--- src/rtl/plc_pkg.sv ---
`timescale 1ns / 1ps
package plc_pkg;

   localparam int WINDOW_SAMPLES_DEF = 5;
   localparam int DATA_W             = 8;
   localparam int PHASE_W            = 3;
   localparam int CSR_IDX_W          = 3;

   typedef enum logic [PHASE_W-1:0] {
      PH_SCAN  = 3'd0,
      PH_OPEN  = 3'd1,
      PH_HOLD  = 3'd2,
      PH_CLOSE = 3'd3,
      PH_STAB  = 3'd4
   } phase_type;

   typedef enum logic [CSR_IDX_W-1:0] {
      CSR_VALID_MIN    = 3'd0,
      CSR_VALID_MAX    = 3'd1,
      CSR_DETECT       = 3'd2,
      CSR_OPEN_SETTLE  = 3'd3,
      CSR_HOLD         = 3'd4,
      CSR_CLOSE_SETTLE = 3'd5,
      CSR_STABILIZE    = 3'd6,
      CSR_OPEN_ANGLE   = 3'd7
   } csr_index_type;

   localparam logic [DATA_W-1:0] VALID_MIN_RST    = 8'd2;
   localparam logic [DATA_W-1:0] VALID_MAX_RST    = 8'd200;
   localparam logic [DATA_W-1:0] DETECT_RST       = 8'd10;
   localparam logic [DATA_W-1:0] OPEN_SETTLE_RST  = 8'd1;
   localparam logic [DATA_W-1:0] HOLD_RST         = 8'd10;
   localparam logic [DATA_W-1:0] CLOSE_SETTLE_RST = 8'd1;
   localparam logic [DATA_W-1:0] STABILIZE_RST    = 8'd2;
   localparam logic [DATA_W-1:0] OPEN_ANGLE_RST   = 8'd90;
   localparam logic [DATA_W-1:0] CLOSED_ANGLE     = 8'd0;

   typedef enum logic [1:0] {
      CS_IDLE  = 2'd0,
      CS_EXEC  = 2'd1,
      CS_DIV   = 2'd2,
      CS_WRITE = 2'd3
   } ctl_state_type;

   typedef struct packed {
      logic take;
      logic exec;
      logic div_step;
      logic write;
   } ctl_cmd_type;

   typedef struct packed {
      logic item_valid;
      logic div_needed;
      logic div_last;
      logic out_free;
   } ctl_status_type;

endpackage

--- src/rtl/plc_req_if.sv ---
`timescale 1ns / 1ps
interface plc_req_if;
   logic                        valid;
   logic                        ready;
   logic                        opcode;
   logic [plc_pkg::DATA_W-1:0]  distance_cm;

   modport source (output valid, output opcode, output distance_cm, input ready);
   modport sink   (input valid, input opcode, input distance_cm, output ready);
endinterface

--- src/rtl/plc_rsp_if.sv ---
`timescale 1ns / 1ps
interface plc_rsp_if;
   logic                         valid;
   logic                         ready;
   logic [plc_pkg::PHASE_W-1:0]  phase;
   logic [plc_pkg::DATA_W-1:0]   servo_angle;
   logic                         drive_enable;
   logic [plc_pkg::DATA_W-1:0]   countdown;
   logic                         average_valid;
   logic [plc_pkg::DATA_W-1:0]   average_cm;
   logic                         detected;

   modport source (output valid, output phase, output servo_angle, output drive_enable,
                   output countdown, output average_valid, output average_cm,
                   output detected, input ready);
   modport sink   (input valid, input phase, input servo_angle, input drive_enable,
                   input countdown, input average_valid, input average_cm,
                   input detected, output ready);
endinterface

--- src/rtl/proximity_lid_controller.sv ---
`timescale 1ns / 1ps
// Sequence: the request is taken in the idle state, then executed; when the sample closes
//   a window the divider steps (two quotient bits each, for an 11-bit sum) before the
//   response is registered in the write state. One transaction is in flight at a time;
//   the radix-4 divider forms the window average, and an output stall holds the write state.
// Reset: synchronous, active high; configuration and control registers return to
//   defaults, scanning with an empty window, any pending response dropped.
module proximity_lid_controller #(
   parameter int WINDOW_SAMPLES = plc_pkg::WINDOW_SAMPLES_DEF
) (
   input  logic                          clock,
   input  logic                          reset,
   plc_req_if.sink                       req_chan,
   plc_rsp_if.source                     rsp_chan,
   input  logic                          csr_write_en,
   input  logic [plc_pkg::CSR_IDX_W-1:0] csr_index,
   input  logic [plc_pkg::DATA_W-1:0]    csr_wdata
);

   plc_pkg::ctl_cmd_type    cmd;
   plc_pkg::ctl_status_type status;

   plc_ctrl u_ctrl (
      .clock  (clock),
      .reset  (reset),
      .status (status),
      .cmd    (cmd)
   );

   plc_datapath #(
      .WINDOW_SAMPLES (WINDOW_SAMPLES)
   ) u_datapath (
      .clock        (clock),
      .reset        (reset),
      .cmd          (cmd),
      .status       (status),
      .csr_write_en (csr_write_en),
      .csr_index    (csr_index),
      .csr_wdata    (csr_wdata),
      .req          (req_chan),
      .rsp          (rsp_chan)
   );

   // one transaction in flight at a time
   assert property (@(posedge clock) disable iff (reset)
      req_chan.valid && req_chan.ready |=> !req_chan.ready)
      else $error("request taken while a transaction is in flight");

   assert property (@(posedge clock) disable iff (reset)
      rsp_chan.valid && rsp_chan.detected |->
         rsp_chan.average_valid && rsp_chan.phase == plc_pkg::PH_OPEN && rsp_chan.drive_enable)
      else $error("detection without a completed window or opening phase");

   assert property (@(posedge clock) disable iff (reset)
      rsp_chan.valid && !rsp_chan.average_valid |->
         rsp_chan.average_cm == '0 && !rsp_chan.detected)
      else $error("average reported without a completed window");

   assert property (@(posedge clock) disable iff (reset)
      rsp_chan.valid && rsp_chan.phase == plc_pkg::PH_SCAN |->
         rsp_chan.countdown == '0 && rsp_chan.servo_angle == plc_pkg::CLOSED_ANGLE)
      else $error("scanning with a running timer or open lid");

endmodule

--- src/rtl/plc_div.sv ---
`timescale 1ns / 1ps
module plc_div #(
   parameter int SUM_W = 11,
   parameter int CNT_W = 3
) (
   input  logic             clock,
   input  logic             reset,
   input  logic             load,
   input  logic             step,
   input  logic [SUM_W-1:0] dividend,
   input  logic [CNT_W-1:0] divisor,
   output logic [SUM_W-1:0] quotient,
   output logic             last
);

   localparam int STEPS    = 2;
   localparam int DIV_W    = SUM_W + (SUM_W % STEPS);
   localparam int DIV_ITER = DIV_W / STEPS;
   localparam int ITER_W   = $clog2(DIV_ITER + 1);
   localparam int REM_W    = CNT_W + 1;

   logic [REM_W-1:0]  rem_ff, rem_in;
   logic [DIV_W-1:0]  quo_ff, quo_in;
   logic [CNT_W-1:0]  dvs_ff, dvs_in;
   logic [ITER_W-1:0] iter_ff, iter_in;

   logic [REM_W-1:0]  r_w [0:STEPS];
   logic [DIV_W-1:0]  q_w [0:STEPS];
   logic [REM_W:0]    t_w [0:STEPS-1];
   logic [REM_W:0]    dvs_ext;
   logic              ge_w [0:STEPS-1];

   // restoring division, two quotient bits per cycle
   always_comb begin
      dvs_ext = {{(REM_W+1-CNT_W){1'b0}}, dvs_ff};
      r_w[0]  = rem_ff;
      q_w[0]  = quo_ff;
      for (int k = 0; k < STEPS; k++) begin
         t_w[k]    = {r_w[k], q_w[k][DIV_W-1]};
         ge_w[k]   = (t_w[k] >= dvs_ext);
         r_w[k+1]  = ge_w[k] ? REM_W'(t_w[k] - dvs_ext) : t_w[k][REM_W-1:0];
         q_w[k+1]  = {q_w[k][DIV_W-2:0], ge_w[k]};
      end
   end

   always_comb begin
      rem_in  = rem_ff;
      quo_in  = quo_ff;
      dvs_in  = dvs_ff;
      iter_in = iter_ff;
      if (load) begin
         rem_in  = '0;
         quo_in  = DIV_W'(dividend);
         dvs_in  = divisor;
         iter_in = '0;
      end else if (step) begin
         rem_in  = r_w[STEPS];
         quo_in  = q_w[STEPS];
         iter_in = iter_ff + 1'b1;
      end
   end

   always_ff @(posedge clock) begin
      if (reset) begin
         iter_ff <= '0;
      end else begin
         iter_ff <= iter_in;
      end
   end

   always_ff @(posedge clock) begin
      rem_ff <= rem_in;
      quo_ff <= quo_in;
      dvs_ff <= dvs_in;
   end

   assign quotient = quo_ff[SUM_W-1:0];
   assign last     = (iter_ff == ITER_W'(DIV_ITER - 1));

endmodule

--- src/rtl/plc_datapath.sv ---
`timescale 1ns / 1ps
module plc_datapath #(
   parameter int WINDOW_SAMPLES = plc_pkg::WINDOW_SAMPLES_DEF
) (
   input  logic                          clock,
   input  logic                          reset,
   input  plc_pkg::ctl_cmd_type          cmd,
   output plc_pkg::ctl_status_type       status,
   input  logic                          csr_write_en,
   input  logic [plc_pkg::CSR_IDX_W-1:0] csr_index,
   input  logic [plc_pkg::DATA_W-1:0]    csr_wdata,
   plc_req_if.sink                       req,
   plc_rsp_if.source                     rsp
);

   localparam int DW    = plc_pkg::DATA_W;
   localparam int CNT_W = $clog2(WINDOW_SAMPLES + 1);
   localparam int SUM_W = $clog2(WINDOW_SAMPLES * 255 + 1);

   // configuration
   logic [DW-1:0] vmin_ff, vmin_in, vmax_ff, vmax_in, detect_ff, detect_in;
   logic [DW-1:0] oset_ff, oset_in, hold_ff, hold_in, cset_ff, cset_in;
   logic [DW-1:0] stab_ff, stab_in, angle_ff, angle_in;

   // item and window state
   logic                 op_ff, op_in;
   logic [DW-1:0]        dist_ff, dist_in;
   plc_pkg::phase_type   phase_ff, phase_in;
   logic [CNT_W-1:0]     idx_ff, idx_in, cnt_ff, cnt_in;
   logic [SUM_W-1:0]     sum_ff, sum_in;
   logic [DW-1:0]        timer_ff, timer_in;
   logic                 win_ff, win_in;

   // response register
   logic                 rsp_valid_ff, rsp_valid_in;
   plc_pkg::phase_type   o_phase_ff, o_phase_in;
   logic [DW-1:0]        o_angle_ff, o_angle_in, o_count_ff, o_count_in;
   logic [DW-1:0]        o_avg_ff, o_avg_in;
   logic                 o_drive_ff, o_drive_in, o_avgv_ff, o_avgv_in, o_det_ff, o_det_in;

   logic                 capture, keep, sample_scan, tick_act, win, det;
   logic [SUM_W-1:0]     sum_add, quotient;
   logic [CNT_W-1:0]     cnt_add, idx_add;
   logic [DW-1:0]        avg;
   plc_pkg::phase_type   adv_phase, out_phase;
   logic [DW-1:0]        adv_timer, out_timer;
   logic                 div_last;

   assign capture = cmd.take && req.valid;
   assign req.ready = cmd.take;

   assign keep        = (dist_ff >= vmin_ff) && (dist_ff <= vmax_ff);
   assign sample_scan = !op_ff && (phase_ff == plc_pkg::PH_SCAN);
   assign tick_act    = op_ff && (phase_ff != plc_pkg::PH_SCAN);
   assign sum_add     = sum_ff + (keep ? SUM_W'(dist_ff) : '0);
   assign cnt_add     = cnt_ff + CNT_W'(keep);
   assign idx_add     = idx_ff + 1'b1;
   assign win         = sample_scan && (idx_add >= CNT_W'(WINDOW_SAMPLES));

   plc_div #(
      .SUM_W (SUM_W),
      .CNT_W (CNT_W)
   ) u_div (
      .clock    (clock),
      .reset    (reset),
      .load     (cmd.exec && win),
      .step     (cmd.div_step),
      .dividend ((cnt_add != '0) ? sum_add : '0),
      .divisor  (cnt_add),
      .quotient (quotient),
      .last     (div_last)
   );

   assign avg       = quotient[DW-1:0];
   assign det       = win_ff && (avg != '0) && (avg <= detect_ff);
   assign out_phase = det ? plc_pkg::PH_OPEN : phase_ff;
   assign out_timer = det ? oset_ff : timer_ff;

   assign status.item_valid = req.valid;
   assign status.div_needed = win && (cnt_add != '0);
   assign status.div_last   = div_last;
   assign status.out_free   = !rsp_valid_ff || rsp.ready;

   always_comb begin
      case (phase_ff)
         plc_pkg::PH_OPEN: begin
            adv_phase = plc_pkg::PH_HOLD;
            adv_timer = hold_ff;
         end
         plc_pkg::PH_HOLD: begin
            adv_phase = plc_pkg::PH_CLOSE;
            adv_timer = cset_ff;
         end
         plc_pkg::PH_CLOSE: begin
            adv_phase = plc_pkg::PH_STAB;
            adv_timer = stab_ff;
         end
         default: begin
            adv_phase = plc_pkg::PH_SCAN;
            adv_timer = '0;
         end
      endcase
   end

   always_comb begin
      vmin_in   = vmin_ff;
      vmax_in   = vmax_ff;
      detect_in = detect_ff;
      oset_in   = oset_ff;
      hold_in   = hold_ff;
      cset_in   = cset_ff;
      stab_in   = stab_ff;
      angle_in  = angle_ff;
      if (csr_write_en) begin
         case (plc_pkg::csr_index_type'(csr_index))
            plc_pkg::CSR_VALID_MIN:    vmin_in   = csr_wdata;
            plc_pkg::CSR_VALID_MAX:    vmax_in   = csr_wdata;
            plc_pkg::CSR_DETECT:       detect_in = csr_wdata;
            plc_pkg::CSR_OPEN_SETTLE:  oset_in   = csr_wdata;
            plc_pkg::CSR_HOLD:         hold_in   = csr_wdata;
            plc_pkg::CSR_CLOSE_SETTLE: cset_in   = csr_wdata;
            plc_pkg::CSR_STABILIZE:    stab_in   = csr_wdata;
            plc_pkg::CSR_OPEN_ANGLE:   angle_in  = csr_wdata;
            default: ;
         endcase
      end
   end

   always_comb begin
      op_in    = capture ? req.opcode : op_ff;
      dist_in  = capture ? req.distance_cm : dist_ff;
      phase_in = phase_ff;
      idx_in   = idx_ff;
      cnt_in   = cnt_ff;
      sum_in   = sum_ff;
      timer_in = timer_ff;
      win_in   = win_ff;
      if (cmd.exec) begin
         win_in = win;
         if (sample_scan) begin
            if (win) begin
               idx_in = '0;
               cnt_in = '0;
               sum_in = '0;
            end else begin
               idx_in = idx_add;
               cnt_in = cnt_add;
               sum_in = sum_add;
            end
         end
         if (tick_act) begin
            if (timer_ff > 8'd1) begin
               timer_in = timer_ff - 1'b1;
            end else begin
               phase_in = adv_phase;
               timer_in = adv_timer;
            end
         end
      end
      if (cmd.write) begin
         phase_in = out_phase;
         timer_in = out_timer;
      end
   end

   always_comb begin
      rsp_valid_in = rsp_valid_ff && !rsp.ready;
      o_phase_in   = o_phase_ff;
      o_angle_in   = o_angle_ff;
      o_drive_in   = o_drive_ff;
      o_count_in   = o_count_ff;
      o_avgv_in    = o_avgv_ff;
      o_avg_in     = o_avg_ff;
      o_det_in     = o_det_ff;
      if (cmd.write) begin
         rsp_valid_in = 1'b1;
         o_phase_in   = out_phase;
         o_angle_in   = (out_phase == plc_pkg::PH_OPEN || out_phase == plc_pkg::PH_HOLD)
                        ? angle_ff : plc_pkg::CLOSED_ANGLE;
         o_drive_in   = (out_phase == plc_pkg::PH_SCAN || out_phase == plc_pkg::PH_OPEN
                         || out_phase == plc_pkg::PH_CLOSE);
         o_count_in   = out_timer;
         o_avgv_in    = win_ff;
         o_avg_in     = win_ff ? avg : '0;
         o_det_in     = det;
      end
   end

   always_ff @(posedge clock) begin
      if (reset) begin
         vmin_ff      <= plc_pkg::VALID_MIN_RST;
         vmax_ff      <= plc_pkg::VALID_MAX_RST;
         detect_ff    <= plc_pkg::DETECT_RST;
         oset_ff      <= plc_pkg::OPEN_SETTLE_RST;
         hold_ff      <= plc_pkg::HOLD_RST;
         cset_ff      <= plc_pkg::CLOSE_SETTLE_RST;
         stab_ff      <= plc_pkg::STABILIZE_RST;
         angle_ff     <= plc_pkg::OPEN_ANGLE_RST;
         phase_ff     <= plc_pkg::PH_SCAN;
         idx_ff       <= '0;
         cnt_ff       <= '0;
         sum_ff       <= '0;
         timer_ff     <= '0;
         win_ff       <= 1'b0;
         rsp_valid_ff <= 1'b0;
      end else begin
         vmin_ff      <= vmin_in;
         vmax_ff      <= vmax_in;
         detect_ff    <= detect_in;
         oset_ff      <= oset_in;
         hold_ff      <= hold_in;
         cset_ff      <= cset_in;
         stab_ff      <= stab_in;
         angle_ff     <= angle_in;
         phase_ff     <= phase_in;
         idx_ff       <= idx_in;
         cnt_ff       <= cnt_in;
         sum_ff       <= sum_in;
         timer_ff     <= timer_in;
         win_ff       <= win_in;
         rsp_valid_ff <= rsp_valid_in;
      end
   end

   always_ff @(posedge clock) begin
      op_ff      <= op_in;
      dist_ff    <= dist_in;
      o_phase_ff <= o_phase_in;
      o_angle_ff <= o_angle_in;
      o_drive_ff <= o_drive_in;
      o_count_ff <= o_count_in;
      o_avgv_ff  <= o_avgv_in;
      o_avg_ff   <= o_avg_in;
      o_det_ff   <= o_det_in;
   end

   assign rsp.valid         = rsp_valid_ff;
   assign rsp.phase         = o_phase_ff;
   assign rsp.servo_angle   = o_angle_ff;
   assign rsp.drive_enable  = o_drive_ff;
   assign rsp.countdown     = o_count_ff;
   assign rsp.average_valid = o_avgv_ff;
   assign rsp.average_cm    = o_avg_ff;
   assign rsp.detected      = o_det_ff;

endmodule

--- src/rtl/plc_ctrl.sv ---
`timescale 1ns / 1ps
module plc_ctrl (
   input  logic                    clock,
   input  logic                    reset,
   input  plc_pkg::ctl_status_type status,
   output plc_pkg::ctl_cmd_type    cmd
);

   plc_pkg::ctl_state_type state_ff, state_in;

   always_comb begin
      state_in = state_ff;
      case (state_ff)
         plc_pkg::CS_IDLE:  if (status.item_valid) state_in = plc_pkg::CS_EXEC;
         plc_pkg::CS_EXEC:  state_in = status.div_needed ? plc_pkg::CS_DIV : plc_pkg::CS_WRITE;
         plc_pkg::CS_DIV:   if (status.div_last) state_in = plc_pkg::CS_WRITE;
         plc_pkg::CS_WRITE: if (status.out_free) state_in = plc_pkg::CS_IDLE;
         default:           state_in = plc_pkg::CS_IDLE;
      endcase
   end

   always_comb begin
      cmd = '0;
      case (state_ff)
         plc_pkg::CS_IDLE:  cmd.take     = 1'b1;
         plc_pkg::CS_EXEC:  cmd.exec     = 1'b1;
         plc_pkg::CS_DIV:   cmd.div_step = 1'b1;
         plc_pkg::CS_WRITE: cmd.write    = status.out_free;
         default:           cmd = '0;
      endcase
   end

   always_ff @(posedge clock) begin
      if (reset) begin
         state_ff <= plc_pkg::CS_IDLE;
      end else begin
         state_ff <= state_in;
      end
   end

endmodule

--- src/flat_wrapper.sv ---
// flat-port wrapper written by rule: the top's interface ports become plain ports
module proximity_lid_controller_flat 
#(
   parameter int WINDOW_SAMPLES = plc_pkg::WINDOW_SAMPLES_DEF
)
  (clock, reset, csr_write_en, csr_index, csr_wdata, req_chan_valid, req_chan_opcode, req_chan_distance_cm, req_chan_ready, rsp_chan_valid, rsp_chan_phase, rsp_chan_servo_angle, rsp_chan_drive_enable, rsp_chan_countdown, rsp_chan_average_valid, rsp_chan_average_cm, rsp_chan_detected, rsp_chan_ready);
  plc_req_if req_chan_i ();
  plc_rsp_if rsp_chan_i ();
  input  logic clock;
  input  logic reset;
  input  logic csr_write_en;
  input  logic [plc_pkg::CSR_IDX_W-1:0] csr_index;
  input  logic [plc_pkg::DATA_W-1:0] csr_wdata;
  input wire logic [$bits(req_chan_i.valid)-1:0] req_chan_valid;
  input wire logic [$bits(req_chan_i.opcode)-1:0] req_chan_opcode;
  input wire logic [$bits(req_chan_i.distance_cm)-1:0] req_chan_distance_cm;
  output wire logic [$bits(req_chan_i.ready)-1:0] req_chan_ready;
  output wire logic [$bits(rsp_chan_i.valid)-1:0] rsp_chan_valid;
  output wire logic [$bits(rsp_chan_i.phase)-1:0] rsp_chan_phase;
  output wire logic [$bits(rsp_chan_i.servo_angle)-1:0] rsp_chan_servo_angle;
  output wire logic [$bits(rsp_chan_i.drive_enable)-1:0] rsp_chan_drive_enable;
  output wire logic [$bits(rsp_chan_i.countdown)-1:0] rsp_chan_countdown;
  output wire logic [$bits(rsp_chan_i.average_valid)-1:0] rsp_chan_average_valid;
  output wire logic [$bits(rsp_chan_i.average_cm)-1:0] rsp_chan_average_cm;
  output wire logic [$bits(rsp_chan_i.detected)-1:0] rsp_chan_detected;
  input wire logic [$bits(rsp_chan_i.ready)-1:0] rsp_chan_ready;
  assign req_chan_i.valid = req_chan_valid;
  assign req_chan_i.opcode = req_chan_opcode;
  assign req_chan_i.distance_cm = req_chan_distance_cm;
  assign req_chan_ready = req_chan_i.ready;
  assign rsp_chan_valid = rsp_chan_i.valid;
  assign rsp_chan_phase = rsp_chan_i.phase;
  assign rsp_chan_servo_angle = rsp_chan_i.servo_angle;
  assign rsp_chan_drive_enable = rsp_chan_i.drive_enable;
  assign rsp_chan_countdown = rsp_chan_i.countdown;
  assign rsp_chan_average_valid = rsp_chan_i.average_valid;
  assign rsp_chan_average_cm = rsp_chan_i.average_cm;
  assign rsp_chan_detected = rsp_chan_i.detected;
  assign rsp_chan_i.ready = rsp_chan_ready;
  proximity_lid_controller #(.WINDOW_SAMPLES(WINDOW_SAMPLES)) u_core (.clock(clock), .reset(reset), .req_chan(req_chan_i), .rsp_chan(rsp_chan_i), .csr_write_en(csr_write_en), .csr_index(csr_index), .csr_wdata(csr_wdata));
endmodule
--- config.mk ---
export PLATFORM = sky130hd
export DESIGN_NAME = proximity_lid_controller_flat
export DESIGN_NICKNAME = d
export VERILOG_FILES = /design/src/rtl/plc_pkg.sv /design/src/rtl/plc_req_if.sv /design/src/rtl/plc_rsp_if.sv /design/src/rtl/proximity_lid_controller.sv /design/src/rtl/plc_div.sv /design/src/rtl/plc_datapath.sv /design/src/rtl/plc_ctrl.sv /design/src/flat_wrapper.sv
export SDC_FILE = /design/constraint.sdc
export NUM_CORES = 1
export LEC_CHECK = 0
export ABC_AREA = 1
export ABC_CLOCK_PERIOD_IN_PS = 5400
export BUFFER_PORTS_ARGS = -buffer_cell sky130_fd_sc_hd__buf_2
export CAP_MARGIN = 20
export CORE_AREA = 2 2 146 148
export DETAILED_ROUTE_END_ITERATION = 8
export DIE_AREA = 0 0 148 150
export PLACE_DENSITY_LB_ADDON = 0.25
export SLEW_MARGIN = 20
export SYNTH_ARGS = -nofsm -noshare
export SYNTH_HDL_FRONTEND = slang
export SYNTH_HIERARCHICAL = 1
export SYNTH_SLANG_ARGS = --single-unit
export TNS_END_PERCENT = 5
--- constraint.sdc ---
create_clock -name clock -period 5.4 [get_ports clock]
set_clock_uncertainty 0.15 [all_clocks]
set_input_delay 0.54 -clock clock [delete_from_list [all_inputs] [get_ports clock]]
set_output_delay 0.54 -clock clock [all_outputs]
set_load 0.1 [all_outputs]
### Word level (Yosys, flattened, before mapping)

Cells that the tools add are included.

| storage, ports and cells | value |
|---|---|
| bits in registers | 157 |
| input port bits | 25 |
| output and inout port bits | 32 |

| operators by class | value |
|---|---|
| $add $sub $neg | 7 |
| magnitude comparators | 7 |
| equality and inequality tests | 21 |
| muxes and demuxes | 31 |
| reductions and logical operators | 40 |

Operator list:

| kind | number |
|---|---|
| 2-to-1 mux 8 bit | 6 |
| 2-to-1 mux 11 bit | 4 |
| case mux 8 bit (3 select lines) | 1 |
| 2-to-1 mux 3 bit | 7 |
| AND reduction 2 bit | 10 |
| equality test 3 x 2 -> 1 bit (second input constant) | 6 |
| <= comparator 8 bit | 2 |
| equality test 3 bit (second input constant) | 5 |
| adder 11 x 8 -> 11 bit | 1 |
| greater-or-equal comparator 5 x 3 -> 1 bit | 2 |
| logical AND 1 bit | 10 |
| equality test 3 x 1 -> 1 bit (second input constant) | 3 |
| zero test 3 bit | 3 |
| case mux 3 bit (3 select lines) | 1 |
| greater-or-equal comparator 8 bit | 1 |
| > comparator 8 x 1 -> 1 bit (second input constant) | 1 |
| 2-to-1 mux 4 bit | 2 |
| case mux 2 bit (4 select lines) | 1 |
| nonzero test 8 bit | 1 |
| subtractor 4 x 3 -> 4 bit | 2 |
| subtractor 8 x 1 -> 8 bit (second input constant) | 1 |
| adder 3 x 1 -> 3 bit (second input constant) | 2 |
| 2-to-1 mux 1 bit | 6 |
| 2-to-1 mux 2 bit | 3 |
| 13 further kinds | 25 |

### Longest topological paths before layout

| logic depth | value |
|---|---|
| depth in word-level cells | 7 |
| depth in mapped cells | 22 |
| depth with buffers taken out | 22 |

### By module

The synthesis kept the hierarchy.

Modules (own cells, without submodules):

| module | instances | cells an instance | area an instance (um^2) | seq. area each (um^2) |
|---|---|---|---|---|
| plc_datapath | 1 | 841 | 6,570.1 | 3,052.9 |
| plc_div | 1 | 165 | 1,380.1 | 580.6 |
| plc_ctrl | 1 | 31 | 205.2 | 40.0 |

### Worst setup path before layout

Ideal clock, no wire load.

| timing | value |
|---|---|
| path kind | reg-to-reg |
| start | register u_core.u_datapath.dist_ff[3] |
| end | register u_core.u_datapath.u_div.quo_ff[6] (data pin) |
| arrival | 2.862 ns |
| data required time | 4.997 ns |
| slack | 2.135 ns |
| cell stages (with the launch flop) | 20 |
| path buffers | 0 |
| path through | edfxtp_1 ha_1 a21oi_1 o21ai_0 a21oi_1 o21ai_0 o21ai_0 nand2_1 nor2_1 ha_1 inv_1 fa_1 nand3b_1 nand2_1 a21oi_1 or2_2 nand2_1 nor2_1 nand2_1 nand2_1 |

| on the way | value |
|---|---|
| longest elaborated chain between the ends | 6 |

Ends and longest elaborated chain:

| item | line | RTL |
|---|---|---|
| from (decl) | plc_datapath.sv:27 | `logic [DW-1:0] dist_ff, dist_in;` |
| from (signal assigned) | plc_datapath.sv:227 | `dist_ff <= dist_in;` |
| greater-or-equal comparator 8 bit or <= comparator 8 bit (tied branches) | plc_datapath.sv:52 | `assign keep = (dist_ff >= vmin_ff) && (dist_ff <= vmax_ff);` |
| logical AND 1 bit | plc_datapath.sv:52 |  |
| 2-to-1 mux 8 bit or adder 3 x 1 -> 3 bit (tied branches) | plc_datapath.sv:55, plc_datapath.sv:56 |  |
| adder 11 x 8 -> 11 bit or nonzero test 3 bit (tied branches) | plc_datapath.sv:55, plc_datapath.sv:68 |  |
| 2-to-1 mux 11 bit (*) | plc_datapath.sv:68 | `.dividend ((cnt_add != '0) ? sum_add : '0),` |
| 2-to-1 mux 11 bit (*) | plc_div.sv:51 | `if (load) begin` |
| net u_core.u_datapath.u_div.quo_in[6] | plc_div.sv:23 | `logic [DIV_W-1:0] quo_ff, quo_in;` |
| to (signal assigned) | plc_div.sv:73 | `quo_ff <= quo_in;` |
| to (decl) | plc_div.sv:23 |  |

The timed path passes the listed nets; every way through them passes the cells marked *.
A chain may end at the register's enable or synchronous reset.

### Final worst setup path

| timing | value |
|---|---|
| start | register u_core.u_datapath.dist_ff[1] |
| end | register u_core.u_datapath.u_div.quo_ff[1] (data pin) |

| on the way | value |
|---|---|
| longest elaborated chain between the ends | 6 |

Ends and longest elaborated chain:

| item | line | RTL |
|---|---|---|
| greater-or-equal comparator 8 bit or <= comparator 8 bit (tied branches) | plc_datapath.sv:52 |  |
| logical AND 1 bit (*) | plc_datapath.sv:52 |  |
| adder 3 x 1 -> 3 bit (*) | plc_datapath.sv:56 | `assign cnt_add = cnt_ff + CNT_W'(keep);` |
| net u_core.u_datapath.cnt_add[1] | plc_datapath.sv:43 | `logic [CNT_W-1:0] cnt_add, idx_add;` |
| nonzero test 3 bit (*) | plc_datapath.sv:68 |  |
| 2-to-1 mux 11 bit (*) | plc_datapath.sv:68 |  |
| 2-to-1 mux 11 bit (*) | plc_div.sv:51 |  |
| net u_core.u_datapath.u_div.quo_in[1] | plc_div.sv:23 |  |

Marked as above.

==> flow_metrics.env <==
export IMPL_status="complete, no violations"
export IMPL_slew_headroom_pct=41.3
export IMPL_cts_buffer_depth=2
export IMPL_postRouteAntennaNets=0
export IMPL_final_hold_viol_count=0
export IMPL_grt_total_usage_pct=17.2
export IMPL_avgRoutedWirePerCell_um=13.3
export IMPL_synth_area_per_cell_sq_um=7.87
export IMPL_register_area_sq_um=3670
export IMPL_grt_first_pass_wirelength_mm=30.0
export IMPL_root_buffer="clkbuf_16"
export IMPL_drtIter0Drc=450
export IMPL_period_share_pct=68.1
export IMPL_routed_wl_mm=18.2
export IMPL_powerDensity_nw_per_um2=446
export IMPL_ctsResizeCount=0
export IMPL_initial_core_util_pct=39.3
export IMPL_viasPerCell=4.74
export IMPL_grt_max_degree=64
export IMPL_grt_pass1_vias=6023
export IMPL_netlist_instances=1034
export IMPL_final_setup_tns_ns=0
export IMPL_max_vdd_ir_drop_mv=0.181
export IMPL_whs_ns=0.140
export IMPL_fp_row_count=53
export IMPL_ioPinCount=57
export IMPL_fillers=2096
export IMPL_combPwrFrac_pct=32.7
export IMPL_htreeDepth=4
export IMPL_antennaDiodeCount=0
export IMPL_synth_fp_nets=1112
export IMPL_power_frac_clock_pct=31.5
export IMPL_antenna_found_initial=0
export IMPL_fmax_mhz=272
export IMPL_die_width_um=148
export IMPL_core_area_sq_um=20700
export IMPL_hold_class="in2reg"
export IMPL_drive_gt1_share_pct=12.5
export IMPL_syn_to_final_growth_pct=13.5
export IMPL_path_class="reg2reg"
export IMPL_worst_pin_slew_ns=0.879
export IMPL_drc=0
export IMPL_cts_sinks=157
export IMPL_die_y_um=150
export IMPL_swShare_pct=37.1
export IMPL_critPathMaxFanout=10
export IMPL_critPathTopFamily="simple AND/OR/NAND/NOR gates"
export IMPL_p_sw_w=0.00153
export IMPL_cts_buffers=17
export IMPL_syn_cell_area_sq_um=8130
export IMPL_critPathSlowestCell="nor3_2"
export IMPL_setup_slack_ns=1.72
export IMPL_critPathLaunchType="flip-flop"
export IMPL_intPower_w=0.00259
export IMPL_crit_path_end_kind="flip-flop"
export IMPL_placement_setup_worst_slack_ns=1.78
export IMPL_post_cts_buffers=0
export IMPL_grt_overflow_total=0
export IMPL_rsz0062_at_grt="false"
export IMPL_path_clk_slew_ns=0.06
export IMPL_hold_buffers=0
export IMPL_tritoncts="yes"
export IMPL_via_count=6480
export IMPL_fin_nets=1157
export IMPL_cp_slowest_stage_delay_ns=0.60
export IMPL_hpwl_mm=13.1
export IMPL_firstDrtPassIters=5
export IMPL_setup_viol=0
export IMPL_required_ns=5.42
export IMPL_period_minus_slack_ns=3.68
export IMPL_post_route_util_pct=44.6
export IMPL_ys_warnings_count=6
export IMPL_multi_input_area_sq_um=3700
export IMPL_slew_viol_final=0
export IMPL_gp_congestion=0.838
export IMPL_die_area_sq_um=22200
export IMPL_path_cells="ha_1 -> a21oi_1 -> o21ai_0 -> a21oi_1 -> o21ai_0 -> o21ai_0 -> nand2_1 -> inv_1 -> ha_1 -> ha_1 -> nor3_2 -> inv_1 -> nand2_1 -> inv_1 -> nor2_1 -> a31oi_1"
export IMPL_pwr_share_seq_pct=35.8
export IMPL_crit_buf_inv=3
export IMPL_worstPathArrival_ns=3.69
export IMPL_leakage_nw=4.22
export IMPL_clock_latency_ns=0.43
export IMPL_port_buffers=56
export IMPL_cap_violations=0
==> worst register-to-register path: cells and delay by family (launching register included) <==
kind / cells / cell delay, ns
buffers and inverters: 3 / 0.34
and+or+nand+nor: 4 / 1.03
DFF: 1 / 0.45
adders and majority gates: 3 / 0.83
AOI/OAI and AO/OA: 6 / 0.62
==> through the flow <==
step	power [W]	cell area, sq um	instances
after floorplan	0.00258	8130	1034
after global placement	0.00284	8590	1335
after detailed placement	0.00285	8590	1335
after CTS	0.00416	9230	1367
after global routing	0.00439	9230	1367
final	0.00412	9230	1367
==> cell type report <==
type	count	share of cell area [%]
repair buffers	59	3.28
flip-flops and latches	157	39.8
clock buffers	20	4.95
inverters	153	6.23
well taps	275	3.73
clock inverters	12	1.99
multi-input cells	691	40.0
==> registers in the layout (all words and copies together) (netlist names), 4 cells and up <==
name / cells
u_core/u_datapath/rsp.average_cm: 8
u_core/u_datapath/rsp.countdown: 8
u_core/u_datapath/u_div/rem_ff: 4
u_core/u_datapath/detect_ff: 8
u_core/u_datapath/hold_ff: 8
u_core/u_datapath/oset_ff: 8
u_core/u_datapath/dist_ff: 8
u_core/u_datapath/angle_ff: 8
u_core/u_datapath/vmin_ff: 8
u_core/u_datapath/u_div/quo_ff: 12
u_core/u_datapath/vmax_ff: 8
u_core/u_datapath/stab_ff: 8
u_core/u_datapath/rsp.servo_angle: 8
u_core/u_datapath/timer_ff: 8
u_core/u_datapath/cset_ff: 8
u_core/u_datapath/sum_ff: 11
==> power by group through the flow <==
stage	clock [W]	sequential (W)	combinational, W
3_3_place_gp	0	0.00150	0.00134
5_1_grt	0.00138	0.00149	0.00152
6_report	0.00130	0.00148	0.00135
3_5_place_dp	0	0.00150	0.00136
2_1_floorplan	0	0.00160	0.000982
4_1_cts	0.00132	0.00148	0.00136
==> placed cells by master (no fill, tap or decap), drive strengths merged, types with 20 or more instances in the layout <==
cell    instances
dfxtp         104
a21oi          88
edfxtp         53
inv           150
o21ai          82
buf            59
nand2         236
nand3          46
ha             50
nor2          133
clkbuf         20
==> routing by layer <==
metal | part of all wire [%] | routed length, um | global-route usage (%)
met5 | 0 | 0 | 0
met1 | 50 | 9030 | 22.8
met4 | 1.5 | 277 | 5.81
met2 | 47 | 8500 | 28.1
met3 | 2.3 | 423 | 3.26
==> path summary, 6_finish.rpt <==
check / startpoint / end / cells after the start / slack, ns
max reg2reg: u_core/u_datapath/dist_ff[1] / u_core/u_datapath/u_div/quo_ff[1] / 16 / 1.72
min: req_chan_distance_cm[4] / u_core/u_datapath/dist_ff[4] / 1 / 0.14
min reg2reg: u_core/u_datapath/angle_ff[5] / u_core/u_datapath/angle_ff[5] / 2 / 0.31
max: u_core/u_datapath/dist_ff[1] / u_core/u_datapath/u_div/quo_ff[1] / 16 / 1.72
No activity file was read; power rests on OpenSTA's default activity.
